==> src/hdl/lcfr_pkg.sv <==
`timescale 1ns / 1ps
// ----------------------------------------------------------------------------
// lcfr_pkg
// Shared types, constants and helper functions for the LED cross-fade and
// rainbow core.
// ----------------------------------------------------------------------------
package lcfr_pkg;

    localparam int MAX_PIXELS_DEF = 64;

    localparam int CHAN_W  = 8;
    localparam int COUNT_W = 7;
    localparam int INDEX_W = 6;
    localparam int ADDR_W  = 2;

    localparam logic [ADDR_W-1:0] REG_FADE_STEP   = 2'd0;
    localparam logic [ADDR_W-1:0] REG_DENSITY     = 2'd1;
    localparam logic [ADDR_W-1:0] REG_PIXEL_COUNT = 2'd2;

    localparam logic [CHAN_W-1:0]  FADE_STEP_RST   = 8'd1;
    localparam logic [CHAN_W-1:0]  DENSITY_RST     = 8'd51;
    localparam logic [COUNT_W-1:0] PIXEL_COUNT_RST = 7'd64;

    localparam logic [CHAN_W-1:0] LEVEL_MAX = 8'd255;
    localparam logic [CHAN_W-1:0] WHEEL_SEG = 8'd85;
    localparam logic [CHAN_W-1:0] WHEEL_SEG2 = 8'd170;

    typedef enum logic [1:0] {
        ST_IDLE,
        ST_SETUP,
        ST_EMIT
    } t_state;

    typedef struct packed {
        logic accept;
        logic setup;
        logic issue;
    } t_cmd;

    typedef struct packed {
        logic n_zero;
        logic last_issue;
        logic pipe_empty;
        logic advance;
    } t_sts;

    typedef struct packed {
        logic [CHAN_W-1:0] red;
        logic [CHAN_W-1:0] green;
        logic [CHAN_W-1:0] blue;
    } t_rgb;

    function automatic t_rgb wheel_color(input logic [CHAN_W-1:0] pos);
        logic [CHAN_W-1:0] p;
        logic [CHAN_W-1:0] q;
        logic [9:0]        p3;
        t_rgb              c;
        p = ~pos;
        if (p < WHEEL_SEG) begin
            q = p;
        end else if (p < WHEEL_SEG2) begin
            q = p - WHEEL_SEG;
        end else begin
            q = p - WHEEL_SEG2;
        end
        p3 = {2'b00, q} + {1'b0, q, 1'b0};
        if (p < WHEEL_SEG) begin
            c.red   = LEVEL_MAX - p3[7:0];
            c.green = '0;
            c.blue  = p3[7:0];
        end else if (p < WHEEL_SEG2) begin
            c.red   = '0;
            c.green = p3[7:0];
            c.blue  = LEVEL_MAX - p3[7:0];
        end else begin
            c.red   = p3[7:0];
            c.green = LEVEL_MAX - p3[7:0];
            c.blue  = '0;
        end
        return c;
    endfunction

    // exact x / 255 for any x up to 65279, which covers every product of two 8-bit values
    function automatic logic [CHAN_W-1:0] div255(input logic [15:0] x);
        logic [16:0] t;
        t = {1'b0, x} + {9'd0, x[15:8]} + 17'd1;
        return t[15:8];
    endfunction

endpackage

==> src/hdl/lcfr_ctrl.sv <==
`timescale 1ns / 1ps
// ----------------------------------------------------------------------------
// lcfr_ctrl
// Tick sequencer: takes a request, sets up the frame, issues one pixel per
// advancing cycle.
// ----------------------------------------------------------------------------
module lcfr_ctrl
    import lcfr_pkg::*;
(
    input  logic i_clk,
    input  logic i_rst_n,
    input  logic i_in_valid,
    output logic o_in_stall,
    input  t_sts i_sts,
    output t_cmd o_cmd
);

    t_state r_state;
    t_state n_state;

    always_ff @(posedge i_clk) begin
        if (!i_rst_n) begin
            r_state <= ST_IDLE;
        end else begin
            r_state <= n_state;
        end
    end

    always_comb begin
        n_state      = r_state;
        o_cmd        = '0;
        o_in_stall   = 1'b1;
        case (r_state)
            ST_IDLE: begin
                o_in_stall = !i_sts.pipe_empty;
                if (i_in_valid && i_sts.pipe_empty) begin
                    o_cmd.accept = 1'b1;
                    n_state      = ST_SETUP;
                end
            end
            ST_SETUP: begin
                o_cmd.setup = 1'b1;
                n_state     = i_sts.n_zero ? ST_IDLE : ST_EMIT;
            end
            ST_EMIT: begin
                o_cmd.issue = i_sts.advance;
                if (i_sts.advance && i_sts.last_issue) begin
                    n_state = ST_IDLE;
                end
            end
            default: begin
                n_state = ST_IDLE;
            end
        endcase
    end

endmodule

==> src/hdl/lcfr_dp.sv <==
`timescale 1ns / 1ps
// ----------------------------------------------------------------------------
// lcfr_dp
// Datapath: config registers, fade state, wheel position, and the
// color / multiply / divide pixel pipeline with output register.
// ----------------------------------------------------------------------------
module lcfr_dp
    import lcfr_pkg::*;
#(
    parameter int MAX_PIXELS = MAX_PIXELS_DEF
)(
    input  logic               i_clk,
    input  logic               i_rst_n,
    input  logic               i_cfg_we,
    input  logic [ADDR_W-1:0]  i_cfg_addr,
    input  logic [CHAN_W-1:0]  i_cfg_wdata,
    input  logic [CHAN_W-1:0]  i_req_red,
    input  logic [CHAN_W-1:0]  i_req_green,
    input  logic [CHAN_W-1:0]  i_req_blue,
    input  t_cmd               i_cmd,
    output t_sts               o_sts,
    input  logic               i_out_stall,
    output logic               o_out_valid,
    output logic [INDEX_W-1:0] o_pixel_index,
    output logic [CHAN_W-1:0]  o_out_red,
    output logic [CHAN_W-1:0]  o_out_green,
    output logic [CHAN_W-1:0]  o_out_blue,
    output logic               o_last_pixel
);

    localparam int CW = (MAX_PIXELS > 1) ? $clog2(MAX_PIXELS) : 1;
    localparam logic [COUNT_W-1:0] N_MAX = COUNT_W'(MAX_PIXELS);

    logic [CHAN_W-1:0]  r_fade_step;
    logic [CHAN_W-1:0]  r_density;
    logic [COUNT_W-1:0] r_pixel_count;

    logic [CHAN_W-1:0]  r_level;
    logic               r_fading;
    t_rgb               r_shown;
    logic [CHAN_W-1:0]  r_offset;

    logic [COUNT_W-1:0] r_n;
    logic [CW-1:0]      r_idx;
    logic [CHAN_W-1:0]  r_pos;

    logic               r_s1_valid;
    logic               r_s1_last;
    logic [CW-1:0]      r_s1_idx;
    t_rgb               r_s1_rgb;

    logic               r_s2_valid;
    logic               r_s2_last;
    logic [CW-1:0]      r_s2_idx;
    logic [15:0]        r_s2_red;
    logic [15:0]        r_s2_green;
    logic [15:0]        r_s2_blue;

    logic               r_out_valid;
    logic               r_out_last;
    logic [CW-1:0]      r_out_idx;
    t_rgb               r_out_rgb;

    t_rgb               req;
    logic               differs;
    logic               fade_now;
    logic [CHAN_W:0]    up_sum;
    logic               rainbow;
    logic [COUNT_W-1:0] n_count;
    logic               advance;
    t_rgb               s1_color;

    assign req      = '{red: i_req_red, green: i_req_green, blue: i_req_blue};
    assign differs  = (req != r_shown);
    assign fade_now = r_fading || differs;
    assign up_sum   = {1'b0, r_level} + {1'b0, r_fade_step};
    assign rainbow  = (r_shown.red == '0) && (r_shown.green == '0)
                   && (r_shown.blue == 8'd1);
    assign n_count  = (r_pixel_count > N_MAX) ? N_MAX : r_pixel_count;
    assign advance  = !r_out_valid || !i_out_stall;
    assign s1_color = rainbow ? wheel_color(r_pos) : r_shown;

    assign o_sts.n_zero     = (n_count == '0);
    assign o_sts.last_issue = (COUNT_W'(r_idx) + COUNT_W'(1)) == r_n;
    assign o_sts.pipe_empty = !r_s1_valid && !r_s2_valid;
    assign o_sts.advance    = advance;

    // config
    always_ff @(posedge i_clk) begin
        if (!i_rst_n) begin
            r_fade_step   <= FADE_STEP_RST;
            r_density     <= DENSITY_RST;
            r_pixel_count <= PIXEL_COUNT_RST;
        end else if (i_cfg_we) begin
            case (i_cfg_addr)
                REG_FADE_STEP:   r_fade_step   <= i_cfg_wdata;
                REG_DENSITY:     r_density     <= i_cfg_wdata;
                REG_PIXEL_COUNT: r_pixel_count <= i_cfg_wdata[COUNT_W-1:0];
                default: begin
                end
            endcase
        end
    end

    // fade state
    always_ff @(posedge i_clk) begin
        if (!i_rst_n) begin
            r_level  <= '0;
            r_fading <= 1'b1;
            r_shown  <= '0;
            r_offset <= '0;
        end else begin
            if (i_cmd.accept) begin
                if (fade_now) begin
                    if (r_level <= r_fade_step) begin
                        r_level  <= '0;
                        r_fading <= 1'b0;
                        r_shown  <= req;
                    end else begin
                        r_level  <= r_level - r_fade_step;
                        r_fading <= 1'b1;
                    end
                end else begin
                    r_level <= up_sum[CHAN_W] ? LEVEL_MAX : up_sum[CHAN_W-1:0];
                end
            end
            if (i_cmd.setup && rainbow && !r_fading) begin
                r_offset <= r_offset + 8'd1;
            end
        end
    end

    // pixel counter and wheel position
    always_ff @(posedge i_clk) begin
        if (i_cmd.setup) begin
            r_n   <= n_count;
            r_idx <= '0;
            r_pos <= r_offset;
        end else if (i_cmd.issue) begin
            r_idx <= r_idx + CW'(1);
            r_pos <= r_pos + r_density;
        end
    end

    // pipeline valids
    always_ff @(posedge i_clk) begin
        if (!i_rst_n) begin
            r_s1_valid  <= 1'b0;
            r_s2_valid  <= 1'b0;
            r_out_valid <= 1'b0;
        end else if (advance) begin
            r_s1_valid  <= i_cmd.issue;
            r_s2_valid  <= r_s1_valid;
            r_out_valid <= r_s2_valid;
        end
    end

    // pipeline payload
    always_ff @(posedge i_clk) begin
        if (advance) begin
            r_s1_last  <= o_sts.last_issue;
            r_s1_idx   <= r_idx;
            r_s1_rgb   <= s1_color;

            r_s2_last  <= r_s1_last;
            r_s2_idx   <= r_s1_idx;
            r_s2_red   <= {8'd0, r_s1_rgb.red}   * {8'd0, r_level};
            r_s2_green <= {8'd0, r_s1_rgb.green} * {8'd0, r_level};
            r_s2_blue  <= {8'd0, r_s1_rgb.blue}  * {8'd0, r_level};

            r_out_last      <= r_s2_last;
            r_out_idx       <= r_s2_idx;
            r_out_rgb.red   <= div255(r_s2_red);
            r_out_rgb.green <= div255(r_s2_green);
            r_out_rgb.blue  <= div255(r_s2_blue);
        end
    end

    assign o_out_valid   = r_out_valid;
    assign o_pixel_index = INDEX_W'(r_out_idx);
    assign o_out_red     = r_out_rgb.red;
    assign o_out_green   = r_out_rgb.green;
    assign o_out_blue    = r_out_rgb.blue;
    assign o_last_pixel  = r_out_last;

`ifndef SYNTHESIS
    a_accept_empty: assert property (@(posedge i_clk) disable iff (!i_rst_n)
        i_cmd.accept |-> (!r_s1_valid && !r_s2_valid))
        else $error("request taken while pixels in flight");

    a_level_hold: assert property (@(posedge i_clk)
        (i_rst_n && $past(i_rst_n) && !$past(i_cmd.accept)) |-> $stable(r_level))
        else $error("level changed outside a request");

    a_idx_range: assert property (@(posedge i_clk) disable iff (!i_rst_n)
        i_cmd.issue |-> (COUNT_W'(r_idx) < r_n))
        else $error("pixel issued beyond frame length");
`endif

endmodule

==> src/hdl/led_color_fade_rainbow_core.sv <==
`timescale 1ns / 1ps
// ----------------------------------------------------------------------------
// led_color_fade_rainbow_core
// LED strip cross-fade with color-wheel rainbow, one frame per refresh tick.
// ----------------------------------------------------------------------------
// Each accepted request is one refresh tick. It updates the fade level in the
// accept cycle, passes through a setup state, then issues one pixel per cycle,
// while the output is not stalled, from a pixel counter into a three-stage pipe
// (wheel color, brightness multiply, divide by 255). A tick whose pixel_count
// is zero issues no pixels. The next request is taken once the pipe has
// drained to the output register.
module led_color_fade_rainbow_core
    import lcfr_pkg::*;
#(
    parameter int MAX_PIXELS = MAX_PIXELS_DEF
)(
    input  logic               i_clk,
    input  logic               i_rst_n,
    input  logic               i_cfg_we,
    input  logic [ADDR_W-1:0]  i_cfg_addr,
    input  logic [CHAN_W-1:0]  i_cfg_wdata,
    input  logic               i_in_valid,
    output logic               o_in_stall,
    input  logic [CHAN_W-1:0]  i_req_red,
    input  logic [CHAN_W-1:0]  i_req_green,
    input  logic [CHAN_W-1:0]  i_req_blue,
    output logic               o_out_valid,
    input  logic               i_out_stall,
    output logic [INDEX_W-1:0] o_pixel_index,
    output logic [CHAN_W-1:0]  o_out_red,
    output logic [CHAN_W-1:0]  o_out_green,
    output logic [CHAN_W-1:0]  o_out_blue,
    output logic               o_last_pixel
);

    t_cmd cmd;
    t_sts sts;

    lcfr_ctrl u_ctrl (
        .i_clk      (i_clk),
        .i_rst_n    (i_rst_n),
        .i_in_valid (i_in_valid),
        .o_in_stall (o_in_stall),
        .i_sts      (sts),
        .o_cmd      (cmd)
    );

    lcfr_dp #(
        .MAX_PIXELS (MAX_PIXELS)
    ) u_dp (
        .i_clk         (i_clk),
        .i_rst_n       (i_rst_n),
        .i_cfg_we      (i_cfg_we),
        .i_cfg_addr    (i_cfg_addr),
        .i_cfg_wdata   (i_cfg_wdata),
        .i_req_red     (i_req_red),
        .i_req_green   (i_req_green),
        .i_req_blue    (i_req_blue),
        .i_cmd         (cmd),
        .o_sts         (sts),
        .i_out_stall   (i_out_stall),
        .o_out_valid   (o_out_valid),
        .o_pixel_index (o_pixel_index),
        .o_out_red     (o_out_red),
        .o_out_green   (o_out_green),
        .o_out_blue    (o_out_blue),
        .o_last_pixel  (o_last_pixel)
    );

endmodule

==> config.mk <==
export PLATFORM = sky130hd
export DESIGN_NAME = led_color_fade_rainbow_core
export DESIGN_NICKNAME = d
export VERILOG_FILES = /design/src/hdl/lcfr_pkg.sv /design/src/hdl/lcfr_ctrl.sv /design/src/hdl/lcfr_dp.sv /design/src/hdl/led_color_fade_rainbow_core.sv
export SDC_FILE = /design/constraint.sdc
export NUM_CORES = 1
export LEC_CHECK = 0
export BUFFER_PORTS_ARGS = -buffer_cell sky130_fd_sc_hd__buf_2
export CORE_MARGIN = 1.5
export CORE_UTILIZATION = 40
export CTS_CLUSTER_SIZE = 28
export DETAILED_ROUTE_END_ITERATION = 10
export SYNTH_ARGS = -nofsm -noshare
export SYNTH_HDL_FRONTEND = slang
export SYNTH_SLANG_ARGS = --single-unit
==> constraint.sdc <==
create_clock -name i_clk -period 5.5 [get_ports i_clk]
set_input_delay 0.275 -clock i_clk [delete_from_list [all_inputs] [get_ports i_clk]]
set_output_delay 0.275 -clock i_clk [all_outputs]
set_load 0.01 [all_outputs]
==> results of run 1 <==
## stage by stage
stage	instance area, sq um	utilization	hold WS [ps]	setup slack (ps)
after floorplan	16900	-	400	993
after global placement	17800	0.426	402	782
after detailed placement	17800	0.426	405	578
after CTS	19000	0.455	17.0	539
after global routing	19000	0.455	50.8	20.4
final	19000	0.455	41.6	484
## per-layer routing
metal,vias to the layer above,share of wire,track usage
li1,5948,-,-
met1,5791,0.48,0.230
met2,203,0.47,0.288
met3,39,0.035,0.0175
met4,0,0.018,0.0440
met5,-,0,0
## flip-flops by register name (all words and copies together), names as in the netlist, 16 cells and up
name / flops
u_dp.r_s2_blue: 16
u_dp.r_s2_red: 16
u_dp.r_s2_green: 16
u_dp.r_shown: 24
u_dp.r_s1_rgb: 24
## cell usage after synthesis (all sizes together) (4+ instances only)
cell type,instances,area [sq um]
inv,207,777
ha,178,2230
and2,161,1010
nand2,148,556
edfxtp,132,3960
fa,112,2240
dfxtp,75,1500
nor2,68,263
xnor2,67,587
a21oi,64,324
o21ai,51,259
xor2,47,412
mux2i,44,440
clkbuf,39,146
nor2b,36,225
nand3,31,155
a21o,26,195
nor3,18,90.1
and3,15,93.8
nor4,15,106
o211ai,15,113
a21boi,14,105
nand4,14,87.6
o21a,12,90.1
o31ai,12,90.1
buf,10,53.8
nand2b,9,56.3
or2,9,56.3
or3,9,56.3
o21bai,8,60.1
a211oi,7,52.6
a221oi,4,35.0
a31o,4,35.0
a31oi,4,25.0
o211a,4,40.0
## power by group through the flow
stage	logic (mW)	registers (mW)	clock network [mW]
6_report	2.11	2.42	1.79
5_1_grt	2.41	2.47	1.89
4_1_cts	2.12	2.42	1.84
3_5_place_dp	2.09	2.45	0
3_3_place_gp	2.05	2.44	0
2_1_floorplan	1.62	2.27	0
## worst min path at each step
stage	from	to	slack (ps)
global route	i_cfg_wdata[3]	u_dp.r_density[3]	50
global placement	u_dp.r_s1_idx[1]	u_dp.r_s2_idx[1]	400
floorplan	i_cfg_wdata[0]	u_dp.r_density[0]	400
CTS	i_in_valid	u_ctrl.r_state[0]	20
finish	i_in_valid	u_ctrl.r_state[0]	40
detailed placement	u_dp.r_s2_idx[0]	u_dp.o_pixel_index[0]	400
## area by class of cell
cell class              instances  area share
multi-input cells            1243       0.550
flip-flops and latches        207       0.288
inverters                     207      0.0409
repair buffers                112      0.0387
clock buffers                  31      0.0364
well taps                     539      0.0355
clock inverters                19      0.0109
## worst max-delay path, delay by kind of cell (launching register included)
| family | cells | cell delay [ps] |
|---|---|---|
| AO/OA/AOI/OAI | 8 | 2380 |
| XOR/XNOR | 1 | 180 |
| AND/OR/NAND/NOR | 4 | 940 |
| flip-flops | 1 | 500 |
| adder cells (fa/ha/maj) | 3 | 780 |
## timing repair
| item | CTS | global route |
|---|---|---|
| endpoints found under the hold margin | 31 | 0 |
| hold buffers | 29 | 0 |
| endpoints found under the setup margin | 0 | 0 |
## cells by family (layout without fill, tap and decap cells)
kind of cell    count (synthesis)  count (layout)  share of synthesized area
xor+xnor                      114             114                     0.0592
mux                            44              44                     0.0261
buf+inv                       256             369                     0.0579
compound gates                250             250                     0.0975
flops                         207             207                      0.324
fa+ha+maj                     290             290                      0.265
simple gates                  545             545                      0.170
==> results.toml, run 1 <==
[run_status]
run_status = "complete, no violations"

[detailed_routing]
wl_per_cell_um = 15.3
vias_per_cell = 5.08
dr.pass1.iters = 5
drcViolationCount = 0
ant_nets = 0
vias = 12000
wl_mm = 36.0
first_iter_violations = 542

[timing]
rsz0062_at_grt = "false"
finalHoldViolCount = 0
setup_violations = 0
period_minus_slack_ps = 5020
max_freq_mhz = 199
worstMarginPinSlew_ps = 1040
timing.slew.headroom = 0.308
post-route-period-util = 0.912
fin_setup_tns_ps = 0
drv_slew = 0
skew_ps = 17.4

[critical_path]
path_class = "reg2reg"
crit_required_ps = 5810
reg2reg_to = "u_dp.r_s1_rgb[7]"
crit_fanout = 10
startpoint = "u_dp.r_pos[1]"
crit_top_cell = "ha_1"
r2r_start = "u_dp.r_pos[1]"
endpoint = "u_dp.r_s1_rgb[7]"
cp.arrival_ps = 5330
reg2reg_slack_ps = 480
slowest_stage = "a21boi_0"
reg2reg_depth = 16
path_cells = "ha_1 -> o21ai_0 -> a21boi_0 -> o21a_1 -> nor2_1 -> a221oi_1 -> ha_1 -> nor2b_1 -> o31a_1 -> o21ai_0 -> nor3b_1 -> nor2_1 -> xor2_1 -> ha_1 -> a31o_2 -> a211o_1"
end_kind = "flip-flop"
startpoint_type = "flip-flop"
crit_path_max_incr_delay_ps = 510

[cts]
cts.sinks = 207
cts_setup_buffers = 0
cts_buffers = 27
h-tree-depth = 1
clk_pin_slew_ps = 60
cts_tree = "yes"
post_cts_resized = 0
cts_root_buf = "clkbuf_16"
cts_buffer_depth = 3
clk_latency_ps = 560

[floorplan]
io_pins = 72
die_area_sq_um = 43400
die_w_um = 208
start_util = 0.404
coreArea_sq_um = 41800
num_rows = 75
die_h_um = 208

[grt]
grtUsageTotal = 0.169
grt_overflow = 0
grt_max_degree = 94
antenna_found_initial = 0
grt_pass1_wl_mm = 60.5
grt_pass1_vias = 12100

[placement]
portBuffers = 71
place_congestion = 0.857
hpwl_mm = 27.5
place_inst = 2279

[synthesis]
syn-cell-area_sq_um = 16900
yosysWarnings = 0
synth_edf_count = 132
async_reset_ff_frac = 0
synthesis.nets = 2035
avgSynthCellArea_sq_um = 9.89
synth-main-ff-cell = "edfxtp_1"
synth_cell_type_count = 69
synth.ff_latch_count = 207
netlist_instances = 1706
yosysSeqAreaShare = 0.324

[worst_hold_path]
hold_class = "in2reg"
holdPathStages = 2

[pwr]
p_clk_frac = 0.283
intPower_mw = 3.98
pwr-share-seq = 0.383
peakVddDrop_v = 0.000219
powerDensity_nw_per_um2 = 332
switching_power_mw = 2.33
p_leak_nw = 9.31
p_sw_frac = 0.369
p_comb_frac = 0.334
total_power_mw = 6.31

[finish]
layout-drive-gt1-share = 0.0825
nFillCells = 3855
multi_input_area_sq_um = 10400
layout.nets = 2127
syn2layout_area_growth_pct = 12.6
mostFrequentLayoutCells = "207 x inv_1, 178 x ha_1, 161 x and2_1, 147 x nand2_1, 132 x edfxtp_1"
instances_no_fill = 2358
diodes = 0
final_common_cell = "inv_1"
regArea_sq_um = 5470

[run]
drv_cap = 0
Note: power is estimated with default switching activity, not from simulation.
==> inputs of run 2 (changes only) <==
--- a/config.mk
+++ b/config.mk
@@ -12,4 +12,5 @@
 export DETAILED_ROUTE_END_ITERATION = 10
 export SYNTH_ARGS = -nofsm -noshare
 export SYNTH_HDL_FRONTEND = slang
+export SYNTH_HIERARCHICAL = 1
 export SYNTH_SLANG_ARGS = --single-unit
==> results.toml, run 2 <==
[run_status]
run_status = "complete, no violations"

[pwr]
total_power_mw = 6.57
p_clk_frac = 0.266
intPower_mw = 4.12
pwr-share-seq = 0.381
p_leak_nw = 9.23
p_sw_frac = 0.373
switching_power_mw = 2.45
powerDensity_nw_per_um2 = 349
peakVddDrop_v = 0.000211
p_comb_frac = 0.354

[worst_hold_path]
hold_class = "in2reg"
worstHoldEndpoint = "u_dp/r_fade_step[3]"
holdPathStages = 3
worstHoldStart = "i_cfg_wdata[3]"

[timing]
worstMarginPinSlew_ps = 1150
drv_slew = 0
setup_violations = 0
rsz0062_at_grt = "false"
timing.slew.headroom = 0.231
period_minus_slack_ps = 4800
skew_ps = 11.6
max_freq_mhz = 209
post-route-period-util = 0.872
fin_setup_tns_ps = 0
finalHoldViolCount = 0

[finish]
reg.largest.list = "u_dp/r_s1_rgb x24, u_dp/r_shown x24"
mostFrequentLayoutCells = "194 x inv_1, 178 x ha_1, 168 x and2_1, 132 x edfxtp_1, 116 x nand2_1"
layout-drive-gt1-share = 0.0907
layout.nets = 2107
diodes = 0
syn2layout_area_growth_pct = 12.5
final_common_cell = "inv_1"

[synthesis]
async_reset_ff_frac = 0
yosysSeqAreaShare = 0.326
netlist_top_cells_area = "edfxtp_1 24%, fa_1 13%, ha_1 13%"
synth.ff_latch_count = 207
synth_top_area_frac = 0.236
ys_top_cells_by_count = "194 x inv_1, 178 x ha_1, 168 x and2_1"
netlist_instances = 1691
syn-cell-area_sq_um = 16800
synth_cell_type_count = 82
synthesis.nets = 2020
yosys.area.top_type = "edfxtp_1"
synth_edf_count = 132
yosysWarnings = 6
synth-main-ff-cell = "edfxtp_1"
yosysMostFrequentCell = "inv_1"
avgSynthCellArea_sq_um = 9.91

[detailed_routing]
vias = 11900
wl_per_cell_um = 15.5
wl_mm = 36.1
vias_per_cell = 5.10
ant_nets = 0
drcViolationCount = 0
dr.pass1.iters = 5
first_iter_violations = 469

[floorplan]
die_h_um = 208
num_rows = 74
start_util = 0.408
die_w_um = 208
io_pins = 72
coreArea_sq_um = 41100
die_area_sq_um = 43100

[critical_path]
reg2reg_slack_ps = 700
r2r_start = "u_dp/r_level[6]"
path_class = "reg2reg"
end_kind = "flip-flop"
reg2reg_to = "u_dp/r_s2_green[15]"
cp.arrival_ps = 5080
startpoint = "u_dp/r_level[6]"
crit_required_ps = 5790
startpoint_type = "flip-flop"
reg2reg_depth = 15
crit_fanout = 18

[grt]
antenna_found_initial = 0
grt_pass1_wl_mm = 60.3
grtUsageTotal = 0.169
grt_overflow = 0
grt_max_degree = 71
grt_pass1_vias = 12100

[run]
drv_cap = 0

[cts]
clk_latency_ps = 550
clk_pin_slew_ps = 60
cts_buffer_depth = 3
cts_setup_buffers = 0
cts_tree = "yes"
cts_buffers = 25
cts_root_buf = "clkbuf_16"
cts.sinks = 207
h-tree-depth = 1

[placement]
hpwl_mm = 27.4
portBuffers = 71
place_congestion = 0.852
-- run 2: how the worst max path moves through the flow --
stage / end / cells after the start
5_1_grt: u_dp/r_s2_red[15] / 16
2_1_floorplan: u_dp/r_s2_green[15] / 16
6_report: u_dp/r_s2_green[15] / 15
3_5_place_dp: u_dp/r_s2_green[15] / 15
4_1_cts: u_dp/r_s2_green[15] / 15
3_3_place_gp: u_dp/r_s2_red[15] / 14
-- run 2: metrics by stage --
| step | util | setup slack [ps] | hold WS [ps] | instances | cell area (sq um) |
|---|---|---|---|---|---|
| 3_5_place_dp | 0.430 | 743 | 405 | 2253 | 17700 |
| 5_1_grt | 0.459 | 453 | 12.6 | 2329 | 18900 |
| 3_3_place_gp | 0.430 | 901 | 402 | 2253 | 17700 |
| 2_1_floorplan | - | 1050 | 397 | 1691 | 16800 |
| 4_1_cts | 0.459 | 716 | 0.987 | 2329 | 18900 |
| 6_report | 0.459 | 704 | 32.8 | 2329 | 18900 |
-- run 2: layout make-up --
class | instances | area (sq um)
Fill cell | 3949 | 22300
Sequential cell | 207 | 5470
Clock buffer | 35 | 777
Clock inverter | 11 | 110
Multi-Input combinational cell | 1235 | 10300
Timing Repair Buffer | 114 | 753
Tap cell | 532 | 666
Inverter | 195 | 732
-- run 2: logic make-up (layout without fill, tap and decap cells) --
logic type	count (synthesis)	in the layout	synth area share
mux	25	25	0.0151
simple gates	527	527	0.165
flops	207	207	0.326
buf+inv	249	355	0.0579
xor+xnor	116	116	0.0606
compound gates	277	277	0.109
fa+ha+maj	290	290	0.267
-- run 2: critical path, stage by stage (launching register included) --
cell      delay [ps]
dfxtp_1          720
nand2_1          150
fa_1             530
inv_1             60
fa_1             530
inv_1             60
fa_1             540
inv_1             50
ha_1             290
ha_1             360
a21o_1           210
a21o_1           200
or3_1            340
o211ai_1         220
mux2i_1          210
nor2_1            60
-- run 2: timing repair --
item,CTS,global route
endpoints found under the setup margin,0,0
gates resized for setup,0,0
hold buffers,30,0
hold endpoints to repair,39,0
-- run 2: metal layers --
layer  share of wire  GRT usage
met1            0.47      0.224
met2            0.47      0.290
met3           0.035     0.0238
met4           0.021     0.0438
met5               0          0
-- run 2: power groups by stage --
stage / clock network [mW] / logic [mW] / registers, mW
global placement: 0 / 2.26 / 2.52
floorplan: 0 / 1.80 / 2.32
detailed placement: 0 / 2.30 / 2.53
finish: 1.75 / 2.32 / 2.50
global route: 1.86 / 2.67 / 2.55
CTS: 1.81 / 2.33 / 2.50
==> inputs of run 3 (changes only) <==
--- a/config.mk
+++ b/config.mk
@@ -6,10 +6,14 @@
 export NUM_CORES = 1
 export LEC_CHECK = 0
 export BUFFER_PORTS_ARGS = -buffer_cell sky130_fd_sc_hd__buf_2
+export CELL_PAD_IN_SITES_DETAIL_PLACEMENT = 1
+export CELL_PAD_IN_SITES_GLOBAL_PLACEMENT = 1
 export CORE_MARGIN = 1.5
 export CORE_UTILIZATION = 40
 export CTS_CLUSTER_SIZE = 28
 export DETAILED_ROUTE_END_ITERATION = 10
+export PLACE_DENSITY_LB_ADDON = 0.1
+export SKIP_LAST_GASP = 1
 export SYNTH_ARGS = -nofsm -noshare
 export SYNTH_HDL_FRONTEND = slang
 export SYNTH_HIERARCHICAL = 1
==> constraint.sdc (replaced) <==
create_clock -name i_clk -period 4.4 [get_ports i_clk]
set_input_delay 0.22 -clock i_clk [delete_from_list [all_inputs] [get_ports i_clk]]
set_output_delay 0.22 -clock i_clk [all_outputs]
set_load 0.01 [all_outputs]
==> results.toml, run 3 (same netlist as run 2, synthesis figures left out) <==
[detailed_routing]
first_iter_violations = 351
wl_mm = 40.2
drcViolationCount = 0
vias = 12200
wl_per_cell_um = 16.8
vias_per_cell = 5.12
ant_nets = 0
dr.pass1.iters = 5

[floorplan]
die_h_um = 208
coreArea_sq_um = 41100
die_area_sq_um = 43100
start_util = 0.408
io_pins = 72
num_rows = 74
die_w_um = 208

[pwr]
peakVddDrop_v = 0.000267
p_sw_frac = 0.379
p_leak_nw = 9.49
powerDensity_nw_per_um2 = 434
p_comb_frac = 0.405
pwr-share-seq = 0.356
intPower_mw = 5.23
p_clk_frac = 0.239
switching_power_mw = 3.19
total_power_mw = 8.41

[grt]
antenna_found_initial = 0
grt_pass1_wl_mm = 66.8
grt_overflow = 0
grt_max_degree = 70
grtUsageTotal = 0.189
grt_pass1_vias = 13100

[timing]
setup_violations = 0
period_minus_slack_ps = 4280
worstMarginPinSlew_ps = 919
post-route-period-util = 0.973
timing.slew.headroom = 0.387
skew_ps = 15.6
finalHoldViolCount = 0
drv_slew = 0
rsz0062_at_grt = "true"
max_freq_mhz = 234
layout_setup_ws_ps = 119

[placement]
hpwl_mm = 31.7
dp_slack_ps = -2.33
place_congestion = 0.825
place_area_sq_um = 18000
portBuffers = 71

[cts]
cts.sinks = 207
clk_latency_ps = 560
h-tree-depth = 1
clk_pin_slew_ps = 60
cts_buffers = 26
cts_root_buf = "clkbuf_16"
cts_buffer_depth = 3
cts_tree = "yes"

[critical_path]
path_cells = "buf_4 -> nand2_1 -> fa_1 -> fa_1 -> inv_1 -> fa_1 -> inv_1 -> fa_1 -> inv_1 -> ha_4 -> nand2_1 -> o211ai_1 -> a31o_2 -> a21oi_2 -> xnor2_1"
slowest_stage = "fa_1"
crit_top_cell = "fa_1"
r2r_start = "u_dp/r_s1_rgb[9]"
crit_fanout = 7
path_buf_inv = 4
crit_required_ps = 4690
critPathTopFamily = "adder cells"
path_class = "reg2reg"
startpoint_type = "flip-flop"
cp.arrival_ps = 4580
end_kind = "flip-flop"
startpoint = "u_dp/r_s1_rgb[9]"
crit_path_max_incr_delay_ps = 550

[run]
drv_cap = 0

[worst_hold_path]
hold_class = "in2reg"
worstHoldStart = "i_rst_n"

[finish]
finish.utilization = 0.472
final_common_cell = "inv_1"
regArea_sq_um = 5480
syn2layout_area_growth_pct = 15.7
mostFrequentLayoutCells = "193 x inv_1, 175 x ha_1, 168 x and2_1, 132 x edfxtp_1, 115 x nand2_1"
diodes = 0
multi_input_area_sq_um = 10400
nFillCells = 4667
layout.nets = 2166
final_cell_area_sq_um = 19400
layout-drive-gt1-share = 0.127
reg.largest.list = "u_dp/r_s1_rgb x24, u_dp/r_shown x24"

[run_status]
run_status = "complete, no violations"
[run 3: final timing paths]
kind | slack, ps | to | cells past startpoint
max | 120 | u_dp/r_s2_green[12] | 15
min | 110 | u_dp/r_density[6] | 3
max reg2reg | 120 | u_dp/r_s2_green[12] | 15
min reg2reg | 420 | u_dp/r_s2_last | 0
[run 3: metrics by stage]
stage / TNS, ps / cells / hold WS, ps
final: 0 / 2389 / 107
after global routing: -42.4 / 2389 / 160
after CTS: 0 / 2378 / 97.8
after detailed placement: -2.33 / 2295 / 407
after global placement: 0 / 2295 / 403
after floorplan: 0 / 1691 / 342
[run 3: power groups by stage]
stage          registers, mW  logic [mW]  clock network [mW]
2_1_floorplan           2.90        2.25                   0
3_3_place_gp            3.03        3.19                   0
3_5_place_dp            3.05        3.29                   0
4_1_cts                 3.01        3.35                2.08
5_1_grt                 3.06        3.87                2.15
6_report                3.00        3.41                2.01
[run 3: area by class of cell]
class,count,share of cell area
clock buffer,32,0.0352
clock inverter,16,0.00620
inverter,195,0.0378
multi-input combinational,1235,0.538
sequential,207,0.283
tap,532,0.0343
timing repair buffer,172,0.0659
[run 3: metal layers]
metal	track usage	vias up	part of all wire
li1	-	6017	-
met1	0.239	6044	0.45
met2	0.340	107	0.50
met3	0.0188	58	0.023
met4	0.0576	0	0.026
met5	0	-	0
[run 3: timing repair]
action                                  4_1_cts  5_1_grt
hold buffers                                 33        0
gates resized for setup                       2       31
buffers inserted                              2       12
endpoints found under the hold margin        50        0
endpoints found under the setup margin        2       16
pin swaps                                     1       15
[run 3: worst register-to-register path, stage by stage, from the launching register on]
cell and delay (ps):
edfxtp_1 420, buf_4 190, nand2_1 90, fa_1 450, fa_1 550, inv_1 50, fa_1 540, inv_1 60
fa_1 530, inv_1 60, ha_4 280, nand2_1 70, o211ai_1 310, a31o_2 220, a21oi_2 60, xnor2_1 130
